$ cat src/design/bba_pkg.sv
// Shared types and codes for the buddy block allocator.
package bba_pkg;

  typedef enum logic [1:0] {
    ST_OK       = 2'd0,
    ST_BAD_SIZE = 2'd1,
    ST_NO_MEM   = 2'd2,
    ST_BAD_FREE = 2'd3
  } status_t;

  typedef enum logic [4:0] {
    S_CLEAR,
    S_IDLE,
    S_DECODE,
    S_SEARCH,
    S_GROW,
    S_SPLIT,
    S_REM0,
    S_REM1,
    S_PUSH0,
    S_PUSH1,
    S_FREE_RD,
    S_FREE_CHK,
    S_MERGE,
    S_MERGE_CHK,
    S_MERGE_ADV,
    S_SHRINK_CHK,
    S_SHRINK_FIN,
    S_DONE
  } state_t;

  typedef enum logic [4:0] {
    CMD_NONE,
    CMD_CLEAR,
    CMD_LOAD,
    CMD_SEARCH,
    CMD_TAKE_HEAD,
    CMD_GROW,
    CMD_SPLIT_STEP,
    CMD_ALLOC_FIN,
    CMD_SET_RES,
    CMD_REM_RD,
    CMD_REM_WR,
    CMD_PUSH0,
    CMD_PUSH1,
    CMD_FREE_RD,
    CMD_FREE_TAKE,
    CMD_MERGE_RD,
    CMD_MERGE_ADV,
    CMD_SEL_U,
    CMD_HEAP_DEC,
    CMD_OUT
  } cmd_t;

  typedef struct packed {
    cmd_t    cmd;
    status_t code;
  } dp_ctrl_t;

  typedef struct packed {
    logic clear_done;
    logic op_free;
    logic size_bad;
    logic free_bad;
    logic head_valid;
    logic s_at_top;
    logic split_more;
    logic heap_full;
    logic alloc_bit;
    logic buddy_ok;
    logic shrink_ok;
    logic out_free;
  } dp_status_t;

endpackage

$ cat src/design/bba_ctrl.sv
// Sequencer for the clearing pass and the allocate, search, split, free, merge and shrink steps.
module bba_ctrl (
  input  logic                clk,
  input  logic                rst,
  input  logic                in_valid,
  output logic                in_ready,
  input  bba_pkg::dp_status_t st,
  output bba_pkg::dp_ctrl_t   ctrl
);

  bba_pkg::state_t state, state_next;
  bba_pkg::state_t ret, ret_next;

  always_ff @(posedge clk) begin
    if (rst) begin
      state <= bba_pkg::S_CLEAR;
      ret   <= bba_pkg::S_IDLE;
    end else begin
      state <= state_next;
      ret   <= ret_next;
    end
  end

  always_comb begin
    state_next = state;
    ret_next   = ret;
    ctrl.cmd   = bba_pkg::CMD_NONE;
    ctrl.code  = bba_pkg::ST_OK;
    in_ready   = 1'b0;
    case (state)
      bba_pkg::S_CLEAR: begin
        ctrl.cmd = bba_pkg::CMD_CLEAR;
        if (st.clear_done) state_next = bba_pkg::S_IDLE;
      end
      bba_pkg::S_IDLE: begin
        in_ready = 1'b1;
        if (in_valid) begin
          ctrl.cmd   = bba_pkg::CMD_LOAD;
          state_next = bba_pkg::S_DECODE;
        end
      end
      bba_pkg::S_DECODE: begin
        if (st.op_free) begin
          if (st.free_bad) begin
            ctrl.cmd   = bba_pkg::CMD_SET_RES;
            ctrl.code  = bba_pkg::ST_BAD_FREE;
            state_next = bba_pkg::S_DONE;
          end else begin
            state_next = bba_pkg::S_FREE_RD;
          end
        end else if (st.size_bad) begin
          ctrl.cmd   = bba_pkg::CMD_SET_RES;
          ctrl.code  = bba_pkg::ST_BAD_SIZE;
          state_next = bba_pkg::S_DONE;
        end else begin
          state_next = bba_pkg::S_SEARCH;
        end
      end
      bba_pkg::S_SEARCH: begin
        if (st.head_valid) begin
          ctrl.cmd   = bba_pkg::CMD_TAKE_HEAD;
          ret_next   = bba_pkg::S_SPLIT;
          state_next = bba_pkg::S_REM0;
        end else if (st.s_at_top) begin
          state_next = bba_pkg::S_GROW;
        end else begin
          ctrl.cmd = bba_pkg::CMD_SEARCH;
        end
      end
      bba_pkg::S_GROW: begin
        if (st.heap_full) begin
          ctrl.cmd   = bba_pkg::CMD_SET_RES;
          ctrl.code  = bba_pkg::ST_NO_MEM;
          state_next = bba_pkg::S_DONE;
        end else begin
          ctrl.cmd   = bba_pkg::CMD_GROW;
          state_next = bba_pkg::S_SPLIT;
        end
      end
      bba_pkg::S_SPLIT: begin
        if (st.split_more) begin
          ctrl.cmd   = bba_pkg::CMD_SPLIT_STEP;
          ret_next   = bba_pkg::S_SPLIT;
          state_next = bba_pkg::S_PUSH0;
        end else begin
          ctrl.cmd   = bba_pkg::CMD_ALLOC_FIN;
          state_next = bba_pkg::S_DONE;
        end
      end
      bba_pkg::S_REM0: begin
        ctrl.cmd   = bba_pkg::CMD_REM_RD;
        state_next = bba_pkg::S_REM1;
      end
      bba_pkg::S_REM1: begin
        ctrl.cmd   = bba_pkg::CMD_REM_WR;
        state_next = ret;
      end
      bba_pkg::S_PUSH0: begin
        ctrl.cmd   = bba_pkg::CMD_PUSH0;
        state_next = bba_pkg::S_PUSH1;
      end
      bba_pkg::S_PUSH1: begin
        ctrl.cmd   = bba_pkg::CMD_PUSH1;
        state_next = ret;
      end
      bba_pkg::S_FREE_RD: begin
        ctrl.cmd   = bba_pkg::CMD_FREE_RD;
        state_next = bba_pkg::S_FREE_CHK;
      end
      bba_pkg::S_FREE_CHK: begin
        if (!st.alloc_bit) begin
          ctrl.cmd   = bba_pkg::CMD_SET_RES;
          ctrl.code  = bba_pkg::ST_BAD_FREE;
          state_next = bba_pkg::S_DONE;
        end else begin
          ctrl.cmd   = bba_pkg::CMD_FREE_TAKE;
          state_next = bba_pkg::S_MERGE;
        end
      end
      bba_pkg::S_MERGE: begin
        if (st.s_at_top) begin
          ctrl.cmd   = bba_pkg::CMD_SEL_U;
          ret_next   = bba_pkg::S_SHRINK_CHK;
          state_next = bba_pkg::S_PUSH0;
        end else begin
          ctrl.cmd   = bba_pkg::CMD_MERGE_RD;
          state_next = bba_pkg::S_MERGE_CHK;
        end
      end
      bba_pkg::S_MERGE_CHK: begin
        if (st.buddy_ok) begin
          ret_next   = bba_pkg::S_MERGE_ADV;
          state_next = bba_pkg::S_REM0;
        end else begin
          ctrl.cmd   = bba_pkg::CMD_SEL_U;
          ret_next   = bba_pkg::S_SHRINK_CHK;
          state_next = bba_pkg::S_PUSH0;
        end
      end
      bba_pkg::S_MERGE_ADV: begin
        ctrl.cmd   = bba_pkg::CMD_MERGE_ADV;
        state_next = bba_pkg::S_MERGE;
      end
      bba_pkg::S_SHRINK_CHK: begin
        if (st.shrink_ok) begin
          ctrl.cmd   = bba_pkg::CMD_SEL_U;
          ret_next   = bba_pkg::S_SHRINK_FIN;
          state_next = bba_pkg::S_REM0;
        end else begin
          ctrl.cmd   = bba_pkg::CMD_SET_RES;
          ctrl.code  = bba_pkg::ST_OK;
          state_next = bba_pkg::S_DONE;
        end
      end
      bba_pkg::S_SHRINK_FIN: begin
        ctrl.cmd   = bba_pkg::CMD_HEAP_DEC;
        state_next = bba_pkg::S_DONE;
      end
      bba_pkg::S_DONE: begin
        // hold the result until the output register is free
        if (st.out_free) begin
          ctrl.cmd   = bba_pkg::CMD_OUT;
          state_next = bba_pkg::S_IDLE;
        end
      end
      default: begin
        state_next = bba_pkg::S_IDLE;
      end
    endcase
  end

endmodule

$ cat config.mk
export PLATFORM = sky130hd
export DESIGN_NAME = bba_ctrl
export DESIGN_NICKNAME = d
export VERILOG_FILES = /design/src/design/bba_pkg.sv /design/src/design/bba_ctrl.sv
export SDC_FILE = /design/constraint.sdc
export NUM_CORES = 1
export LEC_CHECK = 0
export ABC_AREA = 0
export BUFFER_PORTS_ARGS = -buffer_cell sky130_fd_sc_hd__buf_2
export CAP_MARGIN = 20
export CORE_MARGIN = 2
export CORE_UTILIZATION = 35
export CTS_CLUSTER_DIAMETER = 50
export DETAILED_ROUTE_END_ITERATION = 10
export GPL_TIMING_DRIVEN = 0
export SYNTH_ARGS = -nofsm -noshare
export SYNTH_HDL_FRONTEND = slang
export SYNTH_SLANG_ARGS = --single-unit
$ cat constraint.sdc
create_clock -name clk -period 3.7 [get_ports clk]
set_input_delay 0.74 -clock clk [delete_from_list [all_inputs] [get_ports clk]]
set_output_delay 0.74 -clock clk [all_outputs]
set_load 0.01 [all_outputs]
==> Implementation_results.wiki, run 1 <==
{| class="wikitable"
! Metric !! Value
|-
| Run status || complete, no violations
|-
| Proportion of layout cells with a drive suffix above 1 || between 20% and 30%
|-
| Worst Max-Slew Pin Slew || roughly 500 ps
|-
| Count of maximum capacitance violations || 0
|-
| Total clock buffers created by CTS || 3
|-
| Max-slew violation count || 0
|-
| Top cells by area, synth || sky130_fd_sc_hd__dfxtp_1 (17%), sky130_fd_sc_hd__nor3_1 (4.8%), sky130_fd_sc_hd__o21ai_0 (4.3%)
|-
| Number of distinct library cells after synthesis || 50
|-
| Unrepaired setup endpoints after global routing || false
|-
| Die area || between 3000 and 4000 sq um
|-
| Vias per inst || 6.21
|-
| Clock Skew || 2.28 ps
|-
| Worst endpoint required time || approximately 3000 ps
|-
| Area of the core || ~2800 sq um
|-
| Detailed Route Iter0 Violations || ~100
|-
| DRT antenna net count || 0
|-
| Clock root buffer || sky130_fd_sc_hd__clkbuf_4
|-
| Portion of the post-synthesis area used by sequential elements || around 17%
|-
| Routed met3 length || 401 microns
|-
| Post-layout worst setup margin || roughly 900 ps
|-
| Sum of met2 wire segment lengths after detailed routing || 1530 microns
|-
| Crit path cell chain || buf_2 > and3b_1 > nand4_1 > o41a_1 > o21ai_0 > or4_1 > buf_2
|-
| Share of synthesized registers carrying an async set or reset || 0%
|-
| Final Wtd Congestion || between 0.9 and 1
|-
| Total of fill cells in the finished design || 310
|-
| Total net switching power || between 0.1 and 0.15 mW
|-
| Total internal power || roughly 0.20 mW
|-
| Post-Synthesis Net Count || about 160
|-
| Hold-fix buffers, CTS || 0
|-
| Count of clock tree sinks || 9
|-
| Cell with the most instances after synthesis || sky130_fd_sc_hd__nor2_1
|-
| DP Worst Slack || between 1000 and 1500 ps
|-
| Slowest cell on the critical path || sky130_fd_sc_hd__or4_1
|-
| Worst Path Buf+Inv || 2
|-
| Row count || 19
|-
| IO buf count || 21
|-
| CP dominant cell by count || sky130_fd_sc_hd__buf_2
|-
| Post-layout nets || around 190
|-
| DRC viols || 0
|-
| Worst setup SP type || flip-flop
|-
| Data arrival at the endpoint of the critical path || about 2100 ps
|-
| Fin Setup TNS || 0 ps
|-
| Cell area after synthesis || between 1000 and 1500 sq um
|-
| Initial antenna violation count || 0
|-
| Initial Util || 37.2%
|-
| Final setup violation count || 0
|-
| Number of placed cells counting well taps || 198
|-
| Top-area cell type share of the netlist area || around 17%
|-
| Fraction of power spent switching nets || about 37%
|-
| Post-synth EDFFs || 0
|-
| H-tree levels || 1
|-
| Via count of the first global-routing pass || 1128
|-
| Sum of routed wire segments on met1 || about 1500 microns
|-
| Total count of hold-check failures in the final report || 0
|-
| Synth-to-Final Area Change || 16.4%
|-
| Post-layout minimum cycle time || 2800 ps
|-
| Via count of the routed design || approximately 1.3k
|-
| Kind of cell with the highest combined delay on the critical path || simple AND/OR/NAND/NOR gates
|-
| Global-route wire length before repair || 5490 microns
|-
| Leak pwr || approximately 0.48 nW
|-
| Multi-input logic area || between 700 and 800 sq um
|-
| Diode insertion count for antenna repair || 0
|-
| Worst-Skew Late Latency || between 200 and 300 ps
|-
| Most instantiated cells after synthesis || sky130_fd_sc_hd__nor2_1 (11), sky130_fd_sc_hd__nor3_1 (10), sky130_fd_sc_hd__dfxtp_1 (9), sky130_fd_sc_hd__o21ai_0 (9), sky130_fd_sc_hd__a21oi_1 (8)
|-
| Warnings from Yosys || 0
|-
| Overflow left after global routing || 0
|-
| Width of the die || around 58 microns
|-
| Portion of total power attributed to combinational logic || a little over two fifths
|-
| Normalized max-slew margin || 65.7%
|-
| Highest attainable clock frequency || between 300 and 400 MHz
|-
| CTS Buffer Depth || 2
|-
| Top_reg_cell synth || sky130_fd_sc_hd__dfxtp_1
|-
| Vertical extent of the die || 58.4 microns
|-
| CTS tree || yes
|-
| Total power density per cell area || approximately 260 nW/um^2
|-
| PostCTS Resize Cnt || 0
|-
| Biggest cell delay along the critical path || between 400 and 500 ps
|-
| Max Used Layer || met4
|-
| Ratio of final minimum period to clock period || approximately three quarters
|-
| I/O pin total || 23
|-
| Number of buffers inserted by post-CTS setup repair || 0
|-
| Count of state elements after synthesis || 9
|-
| Cell accounting for the most synthesized area || sky130_fd_sc_hd__dfxtp_1
|-
| Final Non-Filler Cells || just over 200
|-
| Maximum number of pins on one net before global-route repair || 11
|-
| Total routed wirelength || 3450 microns
|-
| Pre-Repair DR Iteration Count || 5
|-
| Storage element area || 180 sq um
|-
| Clock transition at the registers of the reported paths || ~60 ps
|-
| Worst Setup Path Type || flip-flop to output port
|-
| Sequential share of power || between 30% and 40%
|-
| Mean area per synthesized cell || 7.10 sq um
|-
| Critical path endpoint category || output port
|-
| Synthesized instance count || approximately 150
|-
| Clock network fraction of total power || between 20% and 30%
|-
| Worst min-delay path category || flip-flop to flip-flop
|-
| Worst IR drop on VDD || around 0.21 mV
|-
| Wirelength per Cell || between 15 and 20 microns
|-
| Crit Path Max Fanout || 10
|-
| Sum of net half-perimeters after detailed placement || 2690 microns
|-
| Combined global-route utilization of all metal layers || between 20% and 30%
|}
==> metrics by stage <==
| step | util, % | hold slack (ps) | instance area (sq um) | power, mW |
|---|---|---|---|---|
| detailed placement | 42.4 | 456 | 1180 | 0.234 |
| global route | 43.4 | 498 | 1210 | 0.330 |
| CTS | 43.4 | 476 | 1210 | 0.309 |
| finish | 43.4 | 477 | 1210 | 0.309 |
| global placement | 42.4 | 451 | 1180 | 0.234 |
| floorplan | - | 436 | 1040 | 0.194 |
==> power groups by stage <==
stage / Combinational [mW] / Sequential (mW) / Clock (mW)
detailed placement: 0.129 / 0.105 / 0
floorplan: 0.0890 / 0.105 / 0
finish: 0.132 / 0.103 / 0.0739
global placement: 0.128 / 0.105 / 0
global route: 0.143 / 0.104 / 0.0834
CTS: 0.129 / 0.103 / 0.0762
==> layout make-up <==
cell class,instances,share of cell area (%)
buffer,13,5.81
timing repair buffer,21,8.71
multi-input combinational,118,63.3
clock buffer,4,2.18
tap,31,3.22
sequential,9,14.9
inverter,6,1.87
==> layout by cell type (no fill, tap or decap), types with 5 or more instances in the layout <==
| cell type | instances |
|---|---|
| sky130_fd_sc_hd__nor3_1 | 10 |
| sky130_fd_sc_hd__nand3_1 | 6 |
| sky130_fd_sc_hd__dfxtp_1 | 9 |
| sky130_fd_sc_hd__inv_1 | 5 |
| sky130_fd_sc_hd__nand2_1 | 7 |
| sky130_fd_sc_hd__a21oi_1 | 8 |
| sky130_fd_sc_hd__nand2b_1 | 7 |
| sky130_fd_sc_hd__or3_1 | 6 |
| sky130_fd_sc_hd__o21ai_0 | 9 |
| sky130_fd_sc_hd__buf_2 | 26 |
| sky130_fd_sc_hd__nor2_1 | 11 |
==> kinds of logic after synthesis <==
| logic type | synth area share [%] |
|---|---|
| buf+inv | 8.94 |
| simple gates | 38.8 |
| mux | 3.02 |
| flops | 17.4 |
| fa+ha+maj | 0.966 |
| compound gates | 30.9 |
==> path summary, 6_finish.rpt <==
| path | from | to | slack [ps] | cells past startpoint |
|---|---|---|---|---|
| min reg2reg | ret[4]$_SDFFE_PP0P_ | ret[4]$_SDFFE_PP0P_ | 480 | 2 |
| max | state[1]$_SDFFE_PP0P_ | ctrl[2] | 900 | 7 |
| max reg2reg | state[1]$_SDFFE_PP0P_ | ret[4]$_SDFFE_PP0P_ | 1840 | 5 |
| min | ret[4]$_SDFFE_PP0P_ | ret[4]$_SDFFE_PP0P_ | 480 | 2 |
==> sequential cells by signal, indices dropped and copies added, names as in the netlist <==
name,count
ret,4
state,5
==> layer usage <==
layer	vias to the layer above	GRT usage, %
li1	611	-
met1	560	29.2
met2	77	32.1
met3	7	4.18
met4	0	8.97
met5	-	0
==> tightest hold or removal path: cells and delay by family, from the launching register on <==
kind	cells	cell delay, ps
AO/OA/AOI/OAI	1	60
AND/OR/NAND/NOR	1	50
flip-flops	1	310
No activity file was read; power rests on OpenSTA's default activity.
==> run 2: changes to the inputs <==
- clock period: 3.7 -> 2.4 ns (I/O delays scaled with it)
==> run 2 against run 1 <==
Non-clock buffer count rose by 2. Sequential power is 55% higher. Design area increased by 4.9%. Clock power rose by 54%. First-iteration DRC count down 14%. Final cell count is 0.99% higher. Setup slack worse by 880 ps. Die area stayed put. Critical path type unchanged. Critical endpoint unchanged. Largest cell class unchanged. Largest power group unchanged.
==> Implementation_results.wiki, run 2 (synthesized netlist as in run 1, its figures left out) <==
{| class="wikitable"
! Metric !! Value
|-
| Run status || complete, no violations
|-
| Sum of net half-perimeters after detailed placement || 2690 microns (unchanged)
|-
| Total count of hold-check failures in the final report || 0 (unchanged)
|-
| Post-layout worst setup margin || 25.3 ps (-878 ps)
|-
| Most frequent standard cell in the layout excluding fill and tap cells || sky130_fd_sc_hd__buf_2
|-
| DRC viols || 0 (unchanged)
|-
| Final Wtd Congestion || 0.927 (unchanged)
|-
| Worst-Skew Late Latency || 260 ps (about the same)
|-
| Post-layout nets || 189 (+1.1%)
|-
| Worst Setup Path Type || flip-flop to output port
|-
| Critical path endpoint category || output port
|-
| Worst Max-Slew Pin Slew || 507 ps (-5.61 ps)
|-
| Clock root buffer || sky130_fd_sc_hd__clkbuf_4
|-
| Highest attainable clock frequency || between 400 and 500 MHz
|-
| Register ranked first by flip-flop count || state
|-
| Proportion of layout cells with a drive suffix above 1 || 26.6% (+4.4 points)
|-
| Detailed Route Iter0 Violations || 88 (-14%)
|-
| Total power density per cell area || 384 nW/um^2 (+50%)
|-
| Initial Util || 37.2% (unchanged)
|-
| Post-layout minimum cycle time || 2370 ps
|-
| H-tree levels || 1 (unchanged)
|-
| Depth of the worst register-to-register path || 7 (+2)
|-
| Normalized max-slew margin || 66.1% (+0.38 points)
|-
| Wirelength per Cell || 17.3 microns (+1.5%)
|-
| Ratio of final minimum period to clock period || ~99%
|-
| Hold EP || ret[4]$_SDFFE_PP0P_
|-
| FF-to-FF Start || state[3]$_SDFFE_PP0P_
|-
| Vias per inst || 6.34 (+2.1%)
|-
| Area of all placed cells without fillers || 1260 sq um (+4.9%)
|-
| Worst setup SP type || flip-flop
|-
| Clock Skew || 1.60 ps (-0.680 ps)
|-
| Maximum number of pins on one net before global-route repair || 11 (unchanged)
|-
| Number of flip-flops in the largest register || 5 (unchanged)
|-
| Synth-to-Final Area Change || 22.1%
|-
| Overflow left after global routing || 0 (unchanged)
|-
| Worst Hold Path Cells || 2 (unchanged)
|-
| Top library cells by usage in the layout, fill and taps aside || sky130_fd_sc_hd__buf_2 (24), sky130_fd_sc_hd__nor2_1 (11), sky130_fd_sc_hd__nor3_1 (10)
|-
| Worst min-delay path startpoint || ret[4]$_SDFFE_PP0P_
|-
| Worst IR drop on VDD || 0.328 mV (+54%)
|-
| Vertical extent of the die || 58.4 microns (unchanged)
|-
| Count of clock tree sinks || 9 (unchanged)
|-
| Total of fill cells in the finished design || 304 (-1.9%)
|-
| Worst endpoint required time || 1920 ps (-1040 ps)
|-
| Clock transition at the registers of the reported paths || 60 ps (about the same)
|-
| Total design power || 0.485 mW (+57%)
|-
| Row count || 19 (unchanged)
|-
| Largest registers ranked by flip-flop count || state (5), ret (4)
|-
| Via count of the first global-routing pass || 1141 (+1.2%)
|-
| Count of maximum capacitance violations || 0 (unchanged)
|-
| DRT antenna net count || 0 (unchanged)
|-
| DP Worst Slack || 193 ps (-899 ps)
|-
| Global-route wire length before repair || 5490 microns (+0.13%)
|-
| Final setup violation count || 0 (unchanged)
|-
| Max-slew violation count || 0 (unchanged)
|-
| Leak pwr || 0.501 nW (+4.7%)
|-
| R2r endpoint || state[2]$_SDFFE_PP0P_
|-
| Initial antenna violation count || 0 (unchanged)
|-
| Data arrival at the endpoint of the critical path || 1890 ps (-170 ps)
|-
| Die area || 3410 sq um (unchanged)
|-
| Post-Route Utilization || 45.5% (+2.1 points)
|-
| Area of the core || 2780 sq um (unchanged)
|-
| Worst min-delay path category || flip-flop to flip-flop
|-
| Diode insertion count for antenna repair || 0 (unchanged)
|-
| Hold-fix buffers, CTS || 0 (unchanged)
|-
| IO buf count || 21 (unchanged)
|-
| Width of the die || 58.4 microns (unchanged)
|-
| Total clock buffers created by CTS || 3 (unchanged)
|-
| CTS Buffer Depth || 2 (unchanged)
|-
| Via count of the routed design || 1294 (+3.1%)
|-
| I/O pin total || 23 (unchanged)
|-
| Pre-Repair DR Iteration Count || 4 (-1)
|-
| Setup slack of the worst register-to-register path || 630 ps (-1210 ps)
|-
| Fin Setup TNS || 0 ps (unchanged)
|-
| Crit Path Max Fanout || 10 (unchanged)
|-
| Total routed wirelength || 3540 microns (+2.5%)
|-
| Placed standard-cell area || 1180 sq um (unchanged)
|-
| Unrepaired setup endpoints after global routing || true
|-
| CTS tree || yes
|-
| Combined global-route utilization of all metal layers || 21.3% (+0.046 points)
|}
-- run 2: repair_timing --
action                     CTS  global route
buffers inserted             1             1
setup endpoints to repair    3             4
gates resized for setup      7            14
pin swaps                    1             1
-- run 2: area by class of cell --
| type | instances | area (sq um) | area share [%] |
|---|---|---|---|
| well taps | 31 | 38.8 | 3.07 |
| plain buffers | 13 | 95.1 | 7.52 |
| repair buffers | 23 | 120 | 9.50 |
| clock buffers | 4 | 26.3 | 2.08 |
| inverters | 6 | 22.5 | 1.78 |
| flip-flops and latches | 9 | 184 | 14.5 |
| multi-input cells | 118 | 778 | 61.5 |
-- run 2: layer usage --
metal  part of all wire (%)  global-route usage, %
met1                     42                   29.0
met2                     45                   32.6
met3                     12                   4.18
met5                      0                      0
met4                    1.3                   8.97
-- run 2: how the worst max path moves through the flow --
stage,startpoint,endpoint,cells past startpoint
2_1_floorplan,state[2]$_SDFFE_PP0P_,ctrl[2],6
3_3_place_gp,state[2]$_SDFFE_PP0P_,ctrl[2],7
3_5_place_dp,state[1]$_SDFFE_PP0P_,ctrl[2],7
4_1_cts,state[0]$_SDFFE_PP0P_,ctrl[2],5
5_1_grt,state[1]$_SDFFE_PP0P_,ctrl[2],7
6_report,state[1]$_SDFFE_PP0P_,ctrl[2],7
-- run 2: where the power goes --
group          total, mW  switching (mW)  internal [mW]
clock              0.114          0.0497         0.0639
sequential         0.160         0.00538          0.155
combinational      0.212           0.124         0.0879
-- run 2: per-stage QoR --
| stage | cells | hold WS [ps] |
|---|---|---|
| global route | 204 | 498 |
| floorplan | 146 | 436 |
| detailed placement | 198 | 456 |
| CTS | 203 | 476 |
| finish | 204 | 478 |
| global placement | 198 | 451 |
-- run 2: worst max-delay path: stages (launching register included) --
cell,delay [ps]
sky130_fd_sc_hd__dfxtp_4,360
sky130_fd_sc_hd__buf_6,140
sky130_fd_sc_hd__and3b_1,180
sky130_fd_sc_hd__nand4_1,130
sky130_fd_sc_hd__o41a_1,200
sky130_fd_sc_hd__o21ai_1,80
sky130_fd_sc_hd__or4_1,400
sky130_fd_sc_hd__buf_2,150
==> run 3: changes to the inputs <==
==> constraint.sdc (replaced) <==
create_clock -name clk -period 2.4 [get_ports clk]
set_input_delay 0.48 -clock clk [delete_from_list [all_inputs] [get_ports clk]]
set_output_delay 0.48 -clock clk [all_outputs]
set_load 0.1 [all_outputs]
==> run 3 against run 2 <==
Register-to-register slack worse by 490 ps. Critical path type unchanged. Setup slack about the same. Highest routed layer unchanged. Total power up 33%.
==> Implementation_results.wiki, run 3 (synthesized netlist as in run 1, its figures left out) <==
{| class="wikitable"
! Metric !! Value
|-
| Total routed wirelength || 4030 microns (+14%)
|-
| Synth-to-Final Area Change || 48.3%
|-
| Highest attainable clock frequency || 421 MHz (about the same)
|-
| CTS Buffer Depth || 2 (unchanged)
|-
| Overflow left after global routing || 0 (unchanged)
|-
| Placed standard-cell area || 1210 sq um (+2.3%)
|-
| Proportion of layout cells with a drive suffix above 1 || 41.8% (+15 points)
|-
| Hold-fix buffers, CTS || 0 (unchanged)
|-
| Count of maximum capacitance violations || 0 (unchanged)
|-
| Total count of hold-check failures in the final report || 0 (unchanged)
|-
| Slowest cell on the critical path || sky130_fd_sc_hd__or4_4
|-
| Area of all placed cells without fillers || 1540 sq um (+21%)
|-
| Run status || complete, no violations
|-
| Sum of net half-perimeters after detailed placement || 2800 microns (+4.2%)
|-
| Combined global-route utilization of all metal layers || 23.5% (+2.3 points)
|-
| Pre-Repair DR Iteration Count || 5 (+1)
|-
| Post-layout minimum cycle time || 2370 ps (-0.00890 ps)
|-
| DP Worst Slack || -0.964 ps (-194 ps)
|-
| DRT antenna net count || 0 (unchanged)
|-
| H-tree levels || 1 (unchanged)
|-
| Crit path cell chain || buf_6 > and3b_1 > nand4_1 > o41a_1 > o21ai_1 > or4_4 > buf_12
|-
| Hold slack || 472 ps (-5.42 ps)
|-
| Max-slew violation count || 0 (unchanged)
|-
| Total design power || 0.646 mW (+33%)
|-
| Count of clock tree sinks || 9 (unchanged)
|-
| Worst setup SP type || flip-flop
|-
| Worst endpoint required time || 1920 ps (about the same)
|-
| Register ranked first by flip-flop count || state
|-
| Die area || 3410 sq um (unchanged)
|-
| IO buf count || 21 (unchanged)
|-
| Area of the core || 2780 sq um (unchanged)
|-
| Number of flip-flops in the largest register || 5 (unchanged)
|-
| Worst min-delay path category || flip-flop to flip-flop
|-
| Total clock buffers created by CTS || 3 (unchanged)
|-
| Top library cells by usage in the layout, fill and taps aside || sky130_fd_sc_hd__buf_4 (22), sky130_fd_sc_hd__buf_2 (15), sky130_fd_sc_hd__nor2_1 (10)
|-
| Worst Hold Path Cells || 2 (unchanged)
|-
| Detailed Route Iter0 Violations || 107 (+22%)
|-
| Wirelength per Cell || 18.3 microns (+5.5%)
|-
| Worst Max-Slew Pin Slew || 484 ps (-23.4 ps)
|-
| Ratio of final minimum period to clock period || 98.9% (about the same)
|-
| Biggest cell delay along the critical path || 430 ps (+30 ps)
|-
| Vertical extent of the die || 58.4 microns (unchanged)
|-
| Initial antenna violation count || 0 (unchanged)
|-
| Critical path endpoint category || output port
|-
| Vias per inst || 6.59 (+3.9%)
|-
| Crit Path Max Fanout || 3 (-7)
|-
| Worst Setup Path Type || flip-flop to output port
|-
| Initial Util || 37.2% (unchanged)
|-
| Clock root buffer || sky130_fd_sc_hd__clkbuf_4
|-
| CTS tree || yes
|-
| Unrepaired setup endpoints after global routing || true
|-
| Final setup violation count || 0 (unchanged)
|-
| Most frequent standard cell in the layout excluding fill and tap cells || sky130_fd_sc_hd__buf_4
|-
| Leak pwr || 0.619 nW (+24%)
|-
| Final Wtd Congestion || 0.984 (+6.2%)
|-
| Post-layout worst setup margin || 25.4 ps (+0.00890 ps)
|-
| DRC viols || 0 (unchanged)
|-
| Clock Skew || 0.261 ps (-1.34 ps)
|-
| Width of the die || 58.4 microns (unchanged)
|-
| Worst-Skew Late Latency || 260 ps (about the same)
|-
| Post-layout nets || 205 (+8.5%)
|-
| Depth of the worst register-to-register path || 13 (+6)
|-
| Normalized max-slew margin || 68.0% (+1.9 points)
|-
| Worst IR drop on VDD || 0.395 mV (+20%)
|-
| Final Non-Filler Cells || 220 (+7.8%)
|-
| Total power density per cell area || 420 nW/um^2 (+9.5%)
|-
| Via count of the first global-routing pass || 1365 (+20%)
|-
| Data arrival at the endpoint of the critical path || 1890 ps (about the same)
|-
| I/O pin total || 23 (unchanged)
|-
| Global-route wire length before repair || 6130 microns (+12%)
|-
| Number of placed cells counting well taps || 198 (unchanged)
|-
| Via count of the routed design || 1450 (+12%)
|-
| Maximum number of pins on one net before global-route repair || 11 (unchanged)
|-
| Largest registers ranked by flip-flop count || state (5), ret (4)
|-
| Clock transition at the registers of the reported paths || 60 ps (about the same)
|-
| Diode insertion count for antenna repair || 0 (unchanged)
|-
| Row count || 19 (unchanged)
|-
| Total of fill cells in the finished design || 267 (-12%)
|}
## run 3: cell types whose count changed in the layout (fill, tap and decap cells not counted), moves of 2 or more
cell / before / now
sky130_fd_sc_hd__buf_12: 0 / 3
sky130_fd_sc_hd__buf_2: 24 / 15
sky130_fd_sc_hd__buf_4: 5 / 22
sky130_fd_sc_hd__buf_6: 3 / 6
sky130_fd_sc_hd__dfxtp_1: 8 / 5
sky130_fd_sc_hd__dfxtp_2: 0 / 3
sky130_fd_sc_hd__nor3_1: 10 / 8
sky130_fd_sc_hd__nor3_2: 0 / 2
sky130_fd_sc_hd__o21ai_0: 7 / 4
sky130_fd_sc_hd__o21ai_2: 0 / 4
## run 3: final timing paths
kind              slack [ps]                  start                    end
setup / recovery          30  state[1]$_SDFFE_PP0P_                ctrl[2]
hold / removal           470    ret[4]$_SDFFE_PP0P_    ret[4]$_SDFFE_PP0P_
setup reg to reg         140  state[4]$_SDFFE_PP0P_  state[1]$_SDFFE_PP0P_
hold reg to reg          470    ret[4]$_SDFFE_PP0P_    ret[4]$_SDFFE_PP0P_
## run 3: cell type report
class | instances | area, sq um | area share (%)
inverter | 6 | 26.3 | 1.71
clock buffer | 4 | 26.3 | 1.71
buffer | 13 | 118 | 7.65
sequential | 9 | 188 | 12.2
timing repair buffer | 39 | 303 | 19.7
tap | 31 | 38.8 | 2.52
multi-input combinational | 118 | 837 | 54.5
## run 3: critical path: cells and delay by family (launching register included)
family / cells / cell delay [ps]
AOI/OAI and AO/OA: 2 / 270
buffers and inverters: 2 / 290
DFF: 1 / 350
and+or+nand+nor: 3 / 730
## run 3: per-stage QoR
| stage | setup TNS, ps | util, % |
|---|---|---|
| floorplan | -218 | - |
| global placement | 0 | 43.4 |
| detailed placement | -0.964 | 43.4 |
| CTS | -85.8 | 52.5 |
| global route | -81.4 | 55.2 |
| finish | 0 | 55.2 |
## run 3: what timing repair did
item                       4_1_cts  5_1_grt
setup buffers                   18        2
hold endpoints to repair         0        0
setup endpoints to repair        7        7
resized for setup               33       22
pin swaps                        4        6
## run 3: per-layer routing
metal  track usage [%]  wire, microns
met1              28.9           1550
met2              38.5           1850
met3              2.86            444
met4              15.3            175
met5                 0              0
## run 3: report_power, final
| part | internal (mW) | switching, mW | total (mW) |
|---|---|---|---|
| Sequential | 0.156 | 0.00470 | 0.160 |
| Clock | 0.0639 | 0.0502 | 0.114 |
| Combinational | 0.137 | 0.234 | 0.371 |
| Total | 0.356 | 0.289 | 0.646 |
